`src/wlit_pkg.sv`:
```
`timescale 1ns / 1ps
// Shared constants, types and tables of the inverse-time step unit.
package wlit_pkg;

  localparam int BIN_DEPTH   = 1024;
  localparam int FRAC_BITS   = 24;
  localparam int BIN_W       = $clog2(BIN_DEPTH);
  localparam int NB_W        = $clog2(BIN_DEPTH + 1);
  localparam int LD_W        = 24 + FRAC_BITS;
  localparam int DVD_W       = (NB_W + FRAC_BITS > 32) ? (NB_W + FRAC_BITS) : 32;
  localparam int BIN_FIELD_W = 10;
  localparam int CNT_W       = 32;
  localparam int MOD_W       = 32;
  localparam int CFG_W       = 32;
  localparam int CFG_IDX_W   = 3;
  localparam int MUL_W       = 33;

  localparam logic [31:0] STEP_LIMIT  = 32'd4000000000;
  localparam logic [31:0] EXP_M1_Q32  = 32'd1580030169;
  localparam logic [LD_W-1:0] EXP_CUT = LD_W'(23) << FRAC_BITS;

  localparam logic [10:0] RST_BINS      = 11'd1024;
  localparam logic [9:0]  RST_START     = 10'd0;
  localparam logic [31:0] RST_INIT_MOD  = 32'd16777216;
  localparam logic [31:0] RST_INTERVAL  = 32'd1000;
  localparam logic [31:0] RST_THRESHOLD = 32'd17;

  typedef enum logic [CFG_IDX_W-1:0] {
    CFG_BINS_IN_USE = 3'd0,
    CFG_START_BIN   = 3'd1,
    CFG_INIT_MOD    = 3'd2,
    CFG_INTERVAL    = 3'd3,
    CFG_THRESHOLD   = 3'd4
  } cfg_idx_t;

  typedef enum logic [4:0] {
    S_CLEAR, S_IDLE, S_RD_OLD, S_RD_NEW, S_CMP, S_E_MUL1, S_E_MUL2, S_E_DIV,
    S_E_POW, S_E_POW2, S_UPD_A, S_UPD_W, S_TWAIT, S_MWAIT, S_SWEEP, S_VCLR,
    S_MODCHK, S_FIN, S_OUT
  } st_t;

  typedef struct packed {
    logic             start;
    logic [DVD_W-1:0] dividend;
    logic [31:0]      divisor;
  } div_req_t;

  typedef struct packed {
    logic             busy;
    logic [DVD_W-1:0] quotient;
    logic [31:0]      remainder;
  } div_rsp_t;

  // floor(2^32 / k), Q1.32 reciprocal of the series index
  function automatic logic [MUL_W-1:0] recip(input logic [3:0] k);
    logic [MUL_W-1:0] m;
    unique case (k)
      4'd1:    m = 33'h1_0000_0000;
      4'd2:    m = 33'd2147483648;
      4'd3:    m = 33'd1431655765;
      4'd4:    m = 33'd1073741824;
      4'd5:    m = 33'd858993459;
      4'd6:    m = 33'd715827882;
      4'd7:    m = 33'd613566756;
      4'd8:    m = 33'd536870912;
      4'd9:    m = 33'd477218588;
      4'd10:   m = 33'd429496729;
      4'd11:   m = 33'd390451572;
      4'd12:   m = 33'd357913941;
      default: m = '0;
    endcase
    return m;
  endfunction

endpackage

```
`src/wlit_mul.sv`:
```
`timescale 1ns / 1ps
// Shared 33x33 multiplier with registered product.
module wlit_mul (
  input  logic                           clk,
  input  logic [wlit_pkg::MUL_W-1:0]     a,
  input  logic [wlit_pkg::MUL_W-1:0]     b,
  output logic [2*wlit_pkg::MUL_W-1:0]   prod
);
  always_ff @(posedge clk) begin
    prod <= a * b;
  end
endmodule

```
`config.mk`:
```
export PLATFORM = sky130hd
export DESIGN_NAME = wlit_mul
export DESIGN_NICKNAME = d
export VERILOG_FILES = /design/src/wlit_pkg.sv /design/src/wlit_mul.sv
export SDC_FILE = /design/constraint.sdc
export NUM_CORES = 2
export LEC_CHECK = 0
export BUFFER_PORTS_ARGS = -buffer_cell sky130_fd_sc_hd__buf_2
export CAP_MARGIN = 15
export CORE_ASPECT_RATIO = 1.2
export CORE_MARGIN = 2
export CORE_UTILIZATION = 26
export DETAILED_ROUTE_END_ITERATION = 12
export PLACE_DENSITY_LB_ADDON = 0.3
export SLEW_MARGIN = 40
export SYNTH_ARGS = -nofsm -noshare
export SYNTH_HDL_FRONTEND = slang
export SYNTH_SLANG_ARGS = --single-unit
```
`constraint.sdc`:
```
create_clock -name clk -period 7.5 [get_ports clk]
set_input_delay 0.375 -clock clk [delete_from_list [all_inputs] [get_ports clk]]
set_output_delay 0.375 -clock clk [all_outputs]
set_load 0.05 [all_outputs]
```
# Word-level counts from Yosys, hierarchy flattened
# Cells that the tools add are included.
# totals
regBits	66
out_inout_bits	66
# classes
multipliers	1
# ops
operator	count
33-bit by 33-bit multiplier with 66-bit output	1

# Depth between registers and ports, before layout
# depth
ltp_word	1
depth_mapped	30

# Least setup slack after synthesis
# OpenSTA, ideal clock, no wires.
# synth_timing
path_type	input-to-reg
start	input b[0] (netlist name)
end	register prod[58] (netlist name)
setup_time_ns	0.072
arrival_time_ns	7.407
setup_slack_ns	0.021
cell_stages	28
path_buffers	2
path_cell_list	clkbuf_1 -> and2_1 -> fa_1 -> inv_1 -> fa_1 -> inv_1 -> fa_1 -> inv_1 -> fa_1 -> inv_1 -> fa_1 -> fa_1 -> fa_1 -> inv_1 -> fa_1 -> inv_1 -> ha_1 -> buf_2 -> nand2_1 -> or4_1 -> or3_1 -> o22ai_1 -> o211a_1 -> o21ai_2 -> nand3b_4 -> o31a_1 -> o21ai_2 -> xor2_1
# synth_via
elab_chain_cells	1
# synth_rtl
item	line_no	rtl
start, declared	wlit_mul.sv:6	input logic [wlit_pkg::MUL_W-1:0] b,
33-bit by 33-bit multiplier with 66-bit output	wlit_mul.sv:10	prod <= a * b;
end signal, assigned	wlit_mul.sv:10	
end, declared	wlit_mul.sv:7	output logic [2*wlit_pkg::MUL_W-1:0] prod
# Every way passes these cells.

# Final worst setup path
# layout_timing
start	input a[17] (netlist name)
end	register prod[58] (netlist name)
# layout_via
elab_chain_cells	1
# layout_rtl
item	line_no	rtl
start, declared	wlit_mul.sv:5	input logic [wlit_pkg::MUL_W-1:0] a,
33-bit by 33-bit multiplier with 66-bit output	wlit_mul.sv:10	
# Every way passes these cells.

==> impl_metrics.toml <==
[synthesis]
yosysTopAreaCellShare_pct = 52.4
synth_area_per_cell_um2 = 9.04
ys_warn_count = 0
ys_types = 57
synthCells = 4048
synth_top_cell_by_area = "fa_1"
ys_seq_area_share_pct = 3.61
synth_area_um2 = 36600
ys_seq_elements = 66
synthTopCellsByArea = "fa_1 (52%), inv_1 (11%), and2_1 (9.8%), ha_1 (9.1%), nand2_1 (5.8%)"
async_flop_share_pct = 0
synth-edff-count = 0
synthesis.nets = 5338
synth_flop_cell = "dfxtp_1"

[global_routing]
grt_start_max_net_pins = 24
overflow = 0
grt_antenna_before_repair = 12
grt_pass1_wl_mm = 175
grt_pass1_vias = 30142
track_usage_pct = 15.9

[sta]
min_period_ps = 7440
tightestPinTransition_ps = 511
rsz0062_at_grt = "yes"
slew_violations = 0
setup_ws_ps = 59.7
whs_ps = 567
max_freq_mhz = 134
setup_viol = 0
hold_violations = 0
timing.final.crit_share_pct = 99.2
max-slew-margin-rel_pct = 65.9

[clock_tree]
root_buffer = "clkbuf_16"
h-tree-depth = 3
cts_buffers = 9
cts_num_sinks = 66
cts_tree = "yes"
clk_pin_slew_ps = 60
cts_buffer_depth = 2
cts_hold_buf = 0

[placed_design]
gp_congestion = 0.850
dp_worst_setup_slack_ps = -792
hpwl_mm = 99.1
portBuffers = 132

[setup_path]
crit_path_max_incr_delay_ps = 550
path_class = "in -> reg"
timing.critical_path.mode_cell = "fa_1"
arrival_ps = 7730
worst-path-stages = 28
crit_path_start = "a[17]"
crit_required_ps = 7790
crit_end = "prod[58]"
path_buf_inv = 8
crit_fanout = 16
worstSetupEndpointType = "register"
crit_slowest_cell = "fa_1"
critPathTopFamily = "adder cells"
cp-start-kind = "input pin"

[floorplan]
rows = 150
io_pins = 133
initial_core_util_pct = 26.3
die-width_um = 347
die_h_um = 415
coreArea_um2 = 139000
fp.dieArea_um2 = 144000

[final_layout]
reg_top3 = "prod x66"
top_register = "prod"
drive_gt1_share_pct = 14.2
final_common_cell = "inv_1"
nNetsFinal = 5646
layout_common_cells = "inv_1 (1026), fa_1 (950), nand2_1 (562)"
nFillCells = 14915
largest_reg_flops = 66
area_delta_synth_final_pct = 16.6

[run]
cap_viol_max_count = 0

[route]
drtPass1Iterations = 5
detail_route.wl_per_cell_um = 18.1
vias = 27144
dr.first_iter.drc_count = 1052
drt-vias-per-instance = 4.39
wirelength_mm = 112
ant_nets = 0
drc = 0

[hold_path]
min_path_type = "in -> reg"
min_from = "b[0]"

[status]
status = "complete, no violations"
[cell type report]
class                           instances  area, um^2  area share (%)
Multi-Input combinational cell       2722       30900            72.4
Antenna cell                            2        5.00          0.0117
Tap cell                             1824        2280            5.35
Inverter                             1049        3940            9.23
Sequential cell                        66        1320            3.10
Clock inverter                          5        55.1           0.129
Timing Repair Buffer                  508        3930            9.21
Clock buffer                           10         239           0.560
[logic make-up (layout without fill, tap and decap cells)]
| group | after synthesis | after routing | synth area share, % |
|---|---|---|---|
| AND/OR/NAND/NOR | 1233 | 1233 | 17.0 |
| buffers and inverters | 1260 | 1572 | 12.9 |
| AO/OA/AOI/OAI | 201 | 201 | 3.45 |
| flip-flops | 66 | 66 | 3.61 |
| XOR/XNOR | 65 | 65 | 1.56 |
| adder cells (fa/ha/maj) | 1223 | 1223 | 61.5 |
| other | 0 | 2 | 0 |
[cells in the mapped netlist (2+ instances only)]
cell      count
buf_2         2
o31ai_1       3
nor2b_1       6
inv_1      1048
a211oi_1      5
a211o_1       2
xnor2_1      41
nor2_1       33
and3_1        7
nand2b_1      2
nand3_1      10
a31o_1        2
nand2_1     567
and4_1        4
o21a_1        7
o21ai_2       2
fa_1        958
a31oi_1       6
or3_1         2
xor2_1       24
a21o_1       31
o21ai_1      23
nor4_1        2
a221oi_1      2
nand4_1      16
a21boi_1      3
dfxtp_1      66
o21bai_1      8
a21oi_1      73
o21ai_0      15
o31a_1        2
and2_1      574
ha_1        265
nor3_1        4
o211ai_1      2
o41ai_1       2
clkbuf_1    209
[per-stage QoR]
| stage | cells | cell area, um^2 | setup TNS (ps) | utilization [%] |
|---|---|---|---|---|
| finish | 6186 | 42700 | 0 | 30.6 |
| global route | 6185 | 42700 | -630 | 30.6 |
| CTS | 6180 | 42300 | -31.0 | 30.3 |
| detailed placement | 6157 | 41600 | -11060 | 29.9 |
| global placement | 6157 | 41600 | -10330 | 29.9 |
| floorplan | 4048 | 36600 | 0 | - |
[tightest hold or removal path: cells and delay by family]
kind,cells,cell delay [ps]
buffers and inverters,2,340
AND/OR/NAND/NOR,1,170
[per-layer routing]
metal,up-vias,global-route usage (%),wire length (um)
met4,10,5.00,4040
met1,14288,17.9,41600
met5,-,0,61
li1,12140,-,-
met3,173,1.53,3240
met2,533,30.9,63000
[what timing repair did]
item	in CTS	in global routing
endpoints found under the hold margin	0	0
gates resized for setup	78	107
endpoints found under the setup margin	14	22
pin swaps	30	76
buffers inserted	10	3
gates cloned	0	1
[worst min-delay path by stage]
stage	to	slack (ps)	cells past startpoint
after CTS	prod[0]	550	3
final	prod[0]	570	3
after global routing	prod[0]	570	3
after global placement	prod[0]	850	1
after detailed placement	prod[4]	840	1
after floorplan	prod[0]	500	1
Power is left out: the tool's default activity adds up to more than one toggle a clock period on the data nets, which glitch-free logic cannot reach.
