### src/wlit_pkg.sv
`timescale 1ns / 1ps
// Shared constants, types and tables of the inverse-time step unit.
package wlit_pkg;

  localparam int BIN_DEPTH   = 1024;
  localparam int FRAC_BITS   = 24;
  localparam int BIN_W       = $clog2(BIN_DEPTH);
  localparam int NB_W        = $clog2(BIN_DEPTH + 1);
  localparam int LD_W        = 24 + FRAC_BITS;
  localparam int DVD_W       = (NB_W + FRAC_BITS > 32) ? (NB_W + FRAC_BITS) : 32;
  localparam int BIN_FIELD_W = 10;
  localparam int CNT_W       = 32;
  localparam int MOD_W       = 32;
  localparam int CFG_W       = 32;
  localparam int CFG_IDX_W   = 3;
  localparam int MUL_W       = 33;

  localparam logic [31:0] STEP_LIMIT  = 32'd4000000000;
  localparam logic [31:0] EXP_M1_Q32  = 32'd1580030169;
  localparam logic [LD_W-1:0] EXP_CUT = LD_W'(23) << FRAC_BITS;

  localparam logic [10:0] RST_BINS      = 11'd1024;
  localparam logic [9:0]  RST_START     = 10'd0;
  localparam logic [31:0] RST_INIT_MOD  = 32'd16777216;
  localparam logic [31:0] RST_INTERVAL  = 32'd1000;
  localparam logic [31:0] RST_THRESHOLD = 32'd17;

  typedef enum logic [CFG_IDX_W-1:0] {
    CFG_BINS_IN_USE = 3'd0,
    CFG_START_BIN   = 3'd1,
    CFG_INIT_MOD    = 3'd2,
    CFG_INTERVAL    = 3'd3,
    CFG_THRESHOLD   = 3'd4
  } cfg_idx_t;

  typedef enum logic [4:0] {
    S_CLEAR, S_IDLE, S_RD_OLD, S_RD_NEW, S_CMP, S_E_MUL1, S_E_MUL2, S_E_DIV,
    S_E_POW, S_E_POW2, S_UPD_A, S_UPD_W, S_TWAIT, S_MWAIT, S_SWEEP, S_VCLR,
    S_MODCHK, S_FIN, S_OUT
  } st_t;

  typedef struct packed {
    logic             start;
    logic [DVD_W-1:0] dividend;
    logic [31:0]      divisor;
  } div_req_t;

  typedef struct packed {
    logic             busy;
    logic [DVD_W-1:0] quotient;
    logic [31:0]      remainder;
  } div_rsp_t;

  // floor(2^32 / k), Q1.32 reciprocal of the series index
  function automatic logic [MUL_W-1:0] recip(input logic [3:0] k);
    logic [MUL_W-1:0] m;
    unique case (k)
      4'd1:    m = 33'h1_0000_0000;
      4'd2:    m = 33'd2147483648;
      4'd3:    m = 33'd1431655765;
      4'd4:    m = 33'd1073741824;
      4'd5:    m = 33'd858993459;
      4'd6:    m = 33'd715827882;
      4'd7:    m = 33'd613566756;
      4'd8:    m = 33'd536870912;
      4'd9:    m = 33'd477218588;
      4'd10:   m = 33'd429496729;
      4'd11:   m = 33'd390451572;
      4'd12:   m = 33'd357913941;
      default: m = '0;
    endcase
    return m;
  endfunction

endpackage

### src/wlit_div.sv
`timescale 1ns / 1ps
// Radix-2 restoring divider, one quotient bit per cycle.
module wlit_div (
  input  logic                clk,
  input  logic                rst_n,
  input  wlit_pkg::div_req_t  req,
  output wlit_pkg::div_rsp_t  rsp
);
  localparam int CW = $clog2(wlit_pkg::DVD_W + 1);

  logic                       busy_r;
  logic [CW-1:0]              cnt_r;
  logic [wlit_pkg::DVD_W-1:0] dvd_r;
  logic [wlit_pkg::DVD_W-1:0] quo_r;
  logic [31:0]                rem_r;
  logic [31:0]                dvs_r;
  logic [32:0]                trial;
  logic                       fits;

  assign trial = {rem_r, dvd_r[wlit_pkg::DVD_W-1]};
  assign fits  = trial >= {1'b0, dvs_r};

  always_ff @(posedge clk) begin
    if (!rst_n) begin
      busy_r <= 1'b0;
      cnt_r  <= '0;
    end else if (req.start) begin
      busy_r <= 1'b1;
      cnt_r  <= CW'(wlit_pkg::DVD_W);
    end else if (busy_r) begin
      cnt_r  <= cnt_r - 1'b1;
      busy_r <= cnt_r != CW'(1);
    end
  end

  always_ff @(posedge clk) begin
    if (req.start) begin
      dvd_r <= req.dividend;
      dvs_r <= req.divisor;
      rem_r <= '0;
      quo_r <= '0;
    end else if (busy_r) begin
      dvd_r <= dvd_r << 1;
      rem_r <= fits ? 32'(trial - {1'b0, dvs_r}) : trial[31:0];
      quo_r <= {quo_r[wlit_pkg::DVD_W-2:0], fits};
    end
  end

  assign rsp.busy      = busy_r;
  assign rsp.quotient  = quo_r;
  assign rsp.remainder = rem_r;
endmodule

### config.mk
export PLATFORM = sky130hd
export DESIGN_NAME = wlit_div
export DESIGN_NICKNAME = d
export VERILOG_FILES = /design/src/wlit_pkg.sv /design/src/wlit_div.sv
export SDC_FILE = /design/constraint.sdc
export NUM_CORES = 1
export LEC_CHECK = 0
export BUFFER_PORTS_ARGS = -buffer_cell sky130_fd_sc_hd__buf_4
export CORE_ASPECT_RATIO = 1.75
export CORE_MARGIN = 1
export CORE_UTILIZATION = 45
export CTS_CLUSTER_DIAMETER = 50
export DETAILED_ROUTE_END_ITERATION = 8
export GPL_ROUTABILITY_DRIVEN = 0
export PLACE_DENSITY = 0.7
export SYNTH_ARGS = -nofsm -noshare
export SYNTH_HDL_FRONTEND = slang
export SYNTH_SLANG_ARGS = --single-unit
### constraint.sdc
create_clock -name clk -period 2.5 [get_ports clk]
set_input_delay 0.625 -clock clk [delete_from_list [all_inputs] [get_ports clk]]
set_output_delay 0.625 -clock clk [all_outputs]
set_load 0.01 [all_outputs]
Word level (Yosys, flattened, before mapping) --
Cells that the tools add are included.
Storage, ports and cells: output and inout port bits 68, register bits after elaboration 141, bits in read-only memories 0, RAM bits 0, bits in latches 0, memories 0, logic and storage cells 21, input bits 70
Operators by class: eq/ne operators 1, mux-type cells 7, add/subtract/negate cells 2, bitwise logic cells 1, order comparisons 1, $mul 0, divide/modulo/power cells 0, reduce and logical (&&, ||, !) cells 2, shift-type cells 0
Operator list (count):
- $mux 35 | 2
- $ge 33x32->1 | 1
- $mux 32 | 1
- $sub 32x32->32 | 1
- $mux 6 | 2
- $ne 6x1->1 const B | 1
- $sub 6x1->6 const B | 1
- $mux 1 | 2
- $reduce_bool 2->1 | 1
- $reduce_or 2->1 | 1
- $not 1->1 | 1

Depth between registers and ports, before layout --
depth after elaboration 3, gate-level depth with buffers 14, depth with buffers taken out 12

Worst setup path before layout --
Ideal clock, no wire load.
path kind register to register, from reg dvd_r[34] (netlist name), to reg rem_r[24], period minus slack after synthesis 2721 ps, stages on the path, launching flop included 13, arrival 2659 ps, data required time 2438 ps, buffers on the path 0, library setup time 62 ps, slack -221 ps, path through edfxtp_1 -> inv_1 -> ha_1 -> fa_1 -> and2b_1 -> o211ai_1 -> a21boi_0 -> nor2_1 -> o21bai_1 -> a21oi_1 -> or2_2 -> a2111o_1 -> nand3_1
Between the ends: cells in the longest elaborated chain, start to end 2, elaborated cells on any way between the ends 3, those cells by class 1 x add/sub; 1 x order compare; 1 x mux
RTL lines:
- from (decl) | RTL line wlit_div.sv:13 | logic [wlit_pkg::DVD_W-1:0] dvd_r;
- from (signal assigned) | RTL line wlit_div.sv:38 | dvd_r <= req.dividend;
- from (signal assigned) | RTL line wlit_div.sv:43 | dvd_r <= dvd_r << 1;
- $sub 32x32->32 or $ge 33x32->1 (tied branches) | RTL line wlit_div.sv:44, wlit_div.sv:21
- $mux 32 * | RTL line wlit_div.sv:44 | rem_r <= fits ? 32'(trial - {1'b0, dvs_r}) : trial[31:0];
- to (signal assigned) | RTL line wlit_div.sv:44
- to (decl) | RTL line wlit_div.sv:15 | logic [31:0] rem_r;
Mark *: on every way between the ends. The rest lies on a longest branch, timed or not. A chain may end at the register's enable or synchronous reset.

Final worst setup path --
from reg dvs_r[8], to reg rem_r[3]
Between the ends: cells in the longest elaborated chain, start to end 2
RTL lines:
- from (decl) | RTL line wlit_div.sv:16 | logic [31:0] dvs_r;
- from (signal assigned) | RTL line wlit_div.sv:39 | dvs_r <= req.divisor;
- $ge 33x32->1 | RTL line wlit_div.sv:21 | assign fits = trial >= {1'b0, dvs_r};
- $mux 32 | RTL line wlit_div.sv:44
No other way between the ends.

==> impl_results.md <==
- Status: finished with violations
- Failing checks: negative setup slack
- Core ar.: 16000 um^2
- Critical path depth: 13
- # IOs: 138
- Detailed Route WL: 19400 um
- Largest net degree at the start of global routing: 77
- Via density: 5.42
- Die height: 172 um
- Asr flop ratio synth: 0%
- Clk buf depth: 2
- Crit share post-route: 105%
- Crit-path leading delay family: simple AND/OR/NAND/NOR gates
- Antenna Nets Post-Route: 0
- Synth Area in Simple Gates: 14.1%
- Layout fillers: 1260
- Layout cells sized above 1: 42.3%
- Crit path largest cell delay: 0.33 ns
- Die Area: 17000 um^2
- Mean area per synthesized cell: 10.2 um^2
- Clock sinks: 141
- Residual DRC count: 0
- Share of the synthesized area in compound gates (AO/OA/AOI/OAI): 13.9%
- Antenna violations before repair: 0
- CTS buffer count: 17
- Post-Synth Adder-Cell Area: 6.02%
- Max-cap violations: 0
- Grt ovf: 0
- R2R depth: 13
- CP required: 2.83 ns
- Avg WL per Cell: 16.7 um
- Hold crit path type: in2reg
- Hold path start: req[2]
- Mux contribution to synthesized area: 10.7%
- Area Growth Syn to Fin: 40.7%
- First drt pass iteration count: 4
- Worst slew pin tran: 0.480 ns
- Pwr dens: 643 nW/um^2
- Total number of vias: 6295
- Clock Pin Slew Worst Setup and Hold Paths: 0.07 ns
- Setup TNS: -1.77 ns
- Synth Cell Area: 7400 um^2
- Sequential-to-total area share from yosys stat: 47.2%
- Crit Path Category: reg2reg
- Vias in the first global route: 6511
- Synth Flop Type: dfxtp_1
- Drt initial violations: 260
- RSZ-0062 raised after global routing: true
- I/O Buffers: 137
- Final WS setup: -0.135 ns
- Synth Instances: 724
- Largest family of logic cells by synthesized area: simple AND/OR/NAND/NOR gates
- CTS tree: done
- Final hold violation count: 0
- #FFs+latches synth: 141
- Synth Area in XOR/XNOR: 3.08%
- CP Max Fanout: 6
- Crit Reg-Reg Startpoint: dvs_r[8]
- CP Launch Type: flip-flop
- Critical path's slowest cell: edfxtp_1
- Crit-path cells: inv_1, ha_4, and4_4, and2_4, nand4_1, a21oi_2, and4b_1, buf_4, nor2_2, buf_6, buf_4, nand3_1, a311oi_1
- CP dominant cell by count: buf_4
- Slew Limit Fails: 0
- GR Util All Layers: 23.1%
- LEAKAGE: 4.53 nW
- Library cells used by synthesis: 67
- WP data arrival: 2.96 ns
- CP endpoint kind: flip-flop
- Number of nets in the layout: 1064
- Post-route minimum period: 2.64 ns
- First-pass GRT wire length: 30500 um
- H-Tree Depth: 4
- Setup-failing EPs final: 29
- Fmax: 379 MHz
- Slew Limit Headroom: 67.7%
- Buffers and inverters on the worst path: 4
- Setup Skew: 0.0133 ns
- Post-synth EDFFs: 67
- Clk Latency, worst-skew pair: 0.42 ns
- DP Wirelength: 13700 um
- Worst Setup SP: dvs_r[8]
- Ant diodes: 0
- Syn nets: 829
- Warnings, synthesis: 0
- Die width: 99.0 um
- Starting Density: 46.4%
- Fin util: 65.3%
- Hold depth: 1
- Peak VDD IR: 444 uV
- Num rows: 61
- Root buf cell: clkbuf_16
==> final timing paths <==
path,end,slack [ns]
worst max-delay path,rem_r[3],-0.14
worst min-delay path,dvs_r[2],0.37
worst max register to register,rem_r[3],-0.14
worst min register to register,quo_r[34],0.51
==> flip-flops by register name (all words and copies together) (netlist names) <==
name,count
quo_r,35
dvd_r,35
cnt_r,6
busy_r,1
dvs_r,32
rem_r,32
==> Yosys cell counts (all sizes together) (7+ instances only) <==
library cell   n  area [um^2]
nor2          88          330
and3           7         43.8
nand3         10         50.1
buf           22          146
ha            34          425
nand2         59          221
inv           39          146
dfxtp         74         1480
o21a           7         52.6
a311oi        12          105
mux2          34          383
xnor2         19          166
edfxtp        67         2010
nor3          17          120
a21oi         39          199
a21o          10         75.1
o21ai         18         90.1
xor2           7         61.3
mux2i         41          410
clkbuf        20         77.6
nand4          7         43.8
a211oi        10         80.1
==> stage by stage <==
step	power, mW	worst slack, ns	area (um^2)	hold slack, ns	cells
final	6.70	-0.135	10400	0.372	1161
after global routing	6.97	-0.247	10400	0.356	1161
after CTS	6.68	-0.0861	10300	0.363	1158
after detailed placement	4.02	-0.264	9340	0.492	1117
after global placement	4.01	-0.180	9340	0.488	1117
after floorplan	3.47	0.00105	7460	0.495	724
==> cells in the final DEF (no fill, tap or decap), types with 13 or more instances in the layout <==
cell	n
a21oi_1	27
buf_4	245
clkbuf_16	17
dfxtp_1	68
edfxtp_1	67
ha_1	21
inv_1	34
mux2_2	34
mux2i_1	41
nand2_1	58
nor2_1	84
o21ai_0	13
xnor2_1	18
==> cells by family (layout without fill, tap and decap cells) <==
group,Yosys count,in the layout
and+or+nand+nor,221,221
adders and majority gates,35,35
DFF,141,141
AOI/OAI and AO/OA,145,145
buffers and inverters,81,329
muxes,75,75
xor gates and xnor gates,26,26
==> worst register-to-register path, cell delays in order, from the launching register on <==
cell,delay [ns]
edfxtp_1,0.33
inv_1,0.06
ha_4,0.29
and4_4,0.24
and2_4,0.16
nand4_1,0.12
a21oi_2,0.17
and4b_1,0.24
buf_4,0.14
nor2_2,0.18
buf_6,0.16
buf_4,0.13
nand3_1,0.08
a311oi_1,0.26
==> layout make-up <==
class	instances	area, um^2	share of cell area [%]
Timing Repair Buffer	258	2020	19.4
Tap cell	189	236	2.27
Sequential cell	141	3500	33.6
Clock inverter	15	163	1.56
Multi-Input combinational cell	502	3920	37.7
Clock buffer	17	425	4.08
Inverter	39	146	1.41
==> where the power goes <==
group	switching, mW	leakage (nW)	internal [mW]
logic	0.720	2.96	0.775
registers	0.0785	1.27	2.59
clock network	1.16	0.297	1.38
==> metal layers <==
metal	track usage (%)	vias up	routed length, um
li1	-	3082	-
met1	23.2	2978	7230
met2	43.9	182	10500
met3	5.49	53	1020
met4	11.4	0	667
met5	0	-	0
==> repair_timing <==
item	in CTS	in global routing
pin swaps	27	13
gates resized for setup	56	23
endpoints found under the setup margin	33	33
cloned	1	0
buffers inserted	8	3
hold buffers	0	0
(Power assumes the default switching activity.)
